[config.mk]
export PLATFORM = sky130hd
export DESIGN_NAME = ntm_front
export DESIGN_NICKNAME = d
export VERILOG_FILES = /design/src/rtl/ntm_pkg.sv /design/src/rtl/ntm_front.sv
export SDC_FILE = /design/constraint.sdc
export NUM_CORES = 1
export LEC_CHECK = 0
export BUFFER_PORTS_ARGS = -buffer_cell sky130_fd_sc_hd__buf_2
export CAP_MARGIN = 10
export CORE_ASPECT_RATIO = 0.75
export CORE_MARGIN = 3
export CORE_UTILIZATION = 51
export DETAILED_ROUTE_END_ITERATION = 8
export PLACE_DENSITY = 0.81
export REMOVE_ABC_BUFFERS = 1
export SLEW_MARGIN = 10
export SYNTH_ARGS = -nofsm -noshare
export SYNTH_HDL_FRONTEND = slang
export SYNTH_SLANG_ARGS = --single-unit
[constraint.sdc]
create_clock -name clk -period 3.1 [get_ports clk]
set_clock_uncertainty 0.2 [all_clocks]
set_input_delay 0.62 -clock clk [delete_from_list [all_inputs] [get_ports clk]]
set_output_delay 0.62 -clock clk [all_outputs]
set_load 0.03 [all_outputs]
[src/rtl/ntm_pkg.sv]
// Shared types and constants for the nearest timestamp match block.
// Used by every module of the block but ntm_ram; depends on nothing.
`default_nettype none

package ntm_pkg;

    localparam int TABLE_DEPTH = 1024;
    localparam int ADDR_W      = $clog2(TABLE_DEPTH);
    localparam int COUNT_W     = $clog2(TABLE_DEPTH + 1);
    localparam int STAMP_W     = 63;
    localparam int INDEX_W     = 10;
    localparam int QUEUE_DEPTH = 4;
    localparam int QPTR_W      = $clog2(QUEUE_DEPTH);
    localparam int QCOUNT_W    = $clog2(QUEUE_DEPTH + 1);

    typedef enum logic [1:0] {
        CMD_CLEAR  = 2'd0,
        CMD_APPEND = 2'd1,
        CMD_QUERY  = 2'd2,
        CMD_NOP    = 2'd3
    } cmd_t;

    typedef enum logic {
        ST_IDLE = 1'b0,
        ST_SCAN = 1'b1
    } back_state_t;

    typedef struct packed {
        cmd_t                 command;
        logic [STAMP_W-1:0]   stamp;
    } in_item_t;

    typedef struct packed {
        logic [INDEX_W-1:0]   match_index;
        logic [STAMP_W-1:0]   match_stamp;
        logic [STAMP_W-1:0]   match_distance;
        logic                 overflow;
    } out_item_t;

endpackage

`default_nettype wire

[src/rtl/ntm_front.sv]
// Front end: accepts command beats, drops unused codes, and queues the rest
// for the back end. Depends on ntm_pkg.
`default_nettype none

module ntm_front (
    input  wire logic              clk,
    input  wire logic              rst_n,
    input  wire logic              push,
    output logic                   full,
    input  wire ntm_pkg::in_item_t in_item,
    output logic                   q_valid,
    output ntm_pkg::in_item_t      q_item,
    input  wire logic              q_pop
);

    ntm_pkg::in_item_t                   slot_reg [ntm_pkg::QUEUE_DEPTH];
    logic [ntm_pkg::QPTR_W-1:0]          wr_ptr_reg, wr_ptr_next;
    logic [ntm_pkg::QPTR_W-1:0]          rd_ptr_reg, rd_ptr_next;
    logic [ntm_pkg::QCOUNT_W-1:0]        count_reg, count_next;
    logic                                accept;
    logic                                enq;
    logic                                deq;

    assign full    = (count_reg == ntm_pkg::QCOUNT_W'(ntm_pkg::QUEUE_DEPTH));
    assign q_valid = (count_reg != '0);
    assign q_item  = slot_reg[rd_ptr_reg];

    assign accept = push && !full;
    // drop command codes that do nothing
    assign enq    = accept && (in_item.command != ntm_pkg::CMD_NOP);
    assign deq    = q_pop && q_valid;

    always_comb
    begin
        wr_ptr_next = enq ? wr_ptr_reg + 1'b1 : wr_ptr_reg;
        rd_ptr_next = deq ? rd_ptr_reg + 1'b1 : rd_ptr_reg;
        count_next  = count_reg;
        if (enq && !deq)
        begin
            count_next = count_reg + 1'b1;
        end
        else if (!enq && deq)
        begin
            count_next = count_reg - 1'b1;
        end
    end

    always_ff @(posedge clk or negedge rst_n)
    begin
        if (!rst_n)
        begin
            wr_ptr_reg <= '0;
            rd_ptr_reg <= '0;
            count_reg  <= '0;
        end
        else
        begin
            wr_ptr_reg <= wr_ptr_next;
            rd_ptr_reg <= rd_ptr_next;
            count_reg  <= count_next;
        end
    end

    always_ff @(posedge clk)
    begin
        if (enq)
        begin
            slot_reg[wr_ptr_reg] <= in_item;
        end
    end

endmodule

`default_nettype wire

==> results.toml <==
[status]
status = "completed"

[sta]
relSlewSlack_pct = 65.2
fin_hold_ws_ns = 0.133
finalHoldViolCount = 0
rsz0062_at_grt = "false"
timing.final.ws_setup_ns = 0.234
finalCritPeriodShare_pct = 92.5
setup_viol = 0
tightest_slew_ns = 0.522
drv_slew = 0
fmax_ghz = 0.349
period_needed_ns = 2.87

[layout]
layout.nets = 610
final_cells = 800
syn_to_final_growth_pct = 18.0
diodes = 0
largest_reg_flops = 260
fillerInstances = 1273
final_core_util_pct = 62.0
drive_gt1_share_pct = 45.6

[setup_path]
crit_fanout = 35
cp-end-kind = "output port"
worstSetupPathType = "reg2out"
worst-r2r-cell-count = 8
r2r-start = "count_reg[2]"
cp_slowest_cell = "mux4_2"
critPathCapture = "q_item[41]"
start_kind = "flop"
r2r_end = "count_reg[2]"
worst-r2r-setup-slack_ns = 0.71
worstSetupStartpoint = "rd_ptr_reg[0]"
critPathRequiredTime_ns = 2.28
crit_arrival_ns = 2.05
cpPeakStageDelay_ns = 0.59
crit_chain = "buf_12 > mux4_2 > buf_2"

[yosys]
yosysWarnings = 0
synth_xor_area_share_pct = 0.534
synth_cells = 375
yosysUniqueCellTypes = 21
synth-simple-area-share_pct = 0.572
seq_area_frac_synth_pct = 81.1
synthAdderAreaFrac_pct = 0.839
synth-compound-area-share_pct = 0.203
synthesis.area_per_instance_um2 = 26.2
synth_top_family_by_area = "multiplexers"
synthMuxAreaShare_pct = 15.1
ys_seq_elements = 267
synthesis.area_mm2 = 0.00984

[grt]
antenna_found_initial = 5
grt_util_all_layers_pct = 16.8
grt_start_max_net_pins = 38
grt_overflow = 0
grt_pass1_vias = 4781
grt_pass1_wl_um = 27400

[power]
seq_power_share_pct = 42.0
internal-power_mw = 7.65
power.density_mw_per_mm2 = 986
power_frac_clock_pct = 23.9
p_switching_mw = 3.80
power_switching_share_pct = 33.2
vdd_drop_max_mv = 0.525
p_leak_nw = 3.96
combPwrFrac_pct = 34.1

[clock_tree]
clock_latency_ns = 0.50
cts_buffer_depth = 3
post_cts_buffers = 0
cts_buffers = 25
cts_tree = "yes"
cts_resized = 0
clkTransAtPathRegs_ns = 0.06
h-tree-depth = 1
clkSinkCount = 267
cts_root_buf = "clkbuf_16"

[hold_path]
hp-class = "in2reg"

[floorplan]
num_rows = 43
die_area_mm2 = 0.0210
ios = 136
core_mm2 = 0.0187
die_w_um = 166
initial_core_util_pct = 52.6
die_h_um = 126

[place]
place_ws_ns = 0.491
hpwl_um = 11200
dp.cells = 754
port-buffer-count = 135
place_congestion = 0.725

[job]
max_cap_viol_count = 0

[routing]
wirelength_um = 17600
drc_errors = 0
dr.pass1.iters = 4
vias_per_cell = 5.59
wl_per_cell_um = 22.0
first_iter_violations = 334
drtAntennaViolNets = 0
num_vias = 4473
[final cells by class]
type                            instances  area (µm²)  area share [%]
Tap cell                              247         309            2.66
Clock inverter                         12        80.1           0.690
Inverter                                4        15.0           0.129
Sequential cell                       267        7990            68.8
Clock buffer                           33         656            5.65
Timing Repair Buffer                  148         851            7.33
Multi-Input combinational cell         89        1710            14.7
[layer usage]
metal	vias to the layer above	track usage, %	wire length, µm
met5	-	0	63
met4	10	3.59	333
met3	40	5.17	1450
met2	176	26.0	8320
met1	2322	24.2	7450
li1	1925	-	-
[cells in the final DEF (no fill, tap or decap)]
| cell | n |
|---|---|
| nor3b_2 | 1 |
| xor2_1 | 2 |
| buf_2 | 135 |
| ha_1 | 5 |
| clkbuf_1 | 8 |
| buf_4 | 6 |
| nor2_1 | 1 |
| dlygate4sd3_1 | 1 |
| clkinv_2 | 3 |
| mux4_2 | 65 |
| xnor2_1 | 4 |
| dfrtp_1 | 5 |
| mux2_2 | 2 |
| clkinv_1 | 7 |
| nand2_1 | 1 |
| dfrtp_4 | 2 |
| clkbuf_16 | 25 |
| nand3_1 | 1 |
| inv_1 | 4 |
| bufinv_16 | 1 |
| a211oi_4 | 1 |
| fa_1 | 1 |
| and2_4 | 4 |
| clkinv_4 | 1 |
| buf_12 | 6 |
| edfxtp_1 | 260 |
| or3_1 | 1 |
[cells in the mapped netlist (all sizes together)]
cell    count  area, µm²
edfxtp    260       7810
mux4       65       1460
buf        13        139
dfrtp       7        175
ha          5       62.6
and2        4       25.0
inv         4       15.0
xnor2       4       35.0
clkbuf      2       7.51
mux2        2       22.5
xor2        2       17.5
a211oi      1       20.0
fa          1       20.0
nand2       1       3.75
nand3       1       5.00
nor2        1       3.75
nor3b       1       12.5
or3         1       6.26
[power by group through the flow]
stage                     Combinational, mW  Clock [mW]  Sequential, mW
after global placement                 3.92           0            4.83
after CTS                              3.99        2.81            4.81
after global routing                   4.16        2.95            4.85
after floorplan                        2.58           0            5.10
final                                  3.90        2.74            4.80
after detailed placement               3.98           0            4.89
[worst max-delay path, delay by kind of cell (launching register included)]
kind,cells,cell delay (ns)
mux,1,0.59
flops,1,0.44
buf+inv,2,0.47
[logic make-up after synthesis]
family                     count (synthesis)
buffers and inverters                     19
adders and majority gates                  6
AOI/OAI and AO/OA                          1
DFF                                      267
and+or+nand+nor                            9
muxes                                     67
xor gates and xnor gates                   6
[how the worst min path moves through the flow]
stage | start | to | slack, ns | cells past startpoint
3_3_place_gp | rst_n | count_reg[0] | 0.26 | 1
3_5_place_dp | rst_n | count_reg[0] | 0.27 | 1
2_1_floorplan | rst_n | count_reg[0] | 0.12 | 0
5_1_grt | in_item[13] | slot_reg[2][13] | 0.12 | 1
6_report | in_item[32] | slot_reg[2][32] | 0.13 | 1
4_1_cts | in_item[32] | slot_reg[2][32] | 0.11 | 1
[metrics by stage]
stage,area [µm²],TNS [ns],power [mW]
5_1_grt,11600,0,12.0
6_report,11600,0,11.4
4_1_cts,11600,0,11.6
3_3_place_gp,10900,0,8.76
3_5_place_dp,10900,0,8.86
2_1_floorplan,9700,-88.79,7.67
[repair_timing]
action                     in CTS  in global routing
setup endpoints to repair       0                  0
hold buffers                    1                  0
hold endpoints to repair        7                  0
No activity file was read; power rests on OpenSTA's default activity.
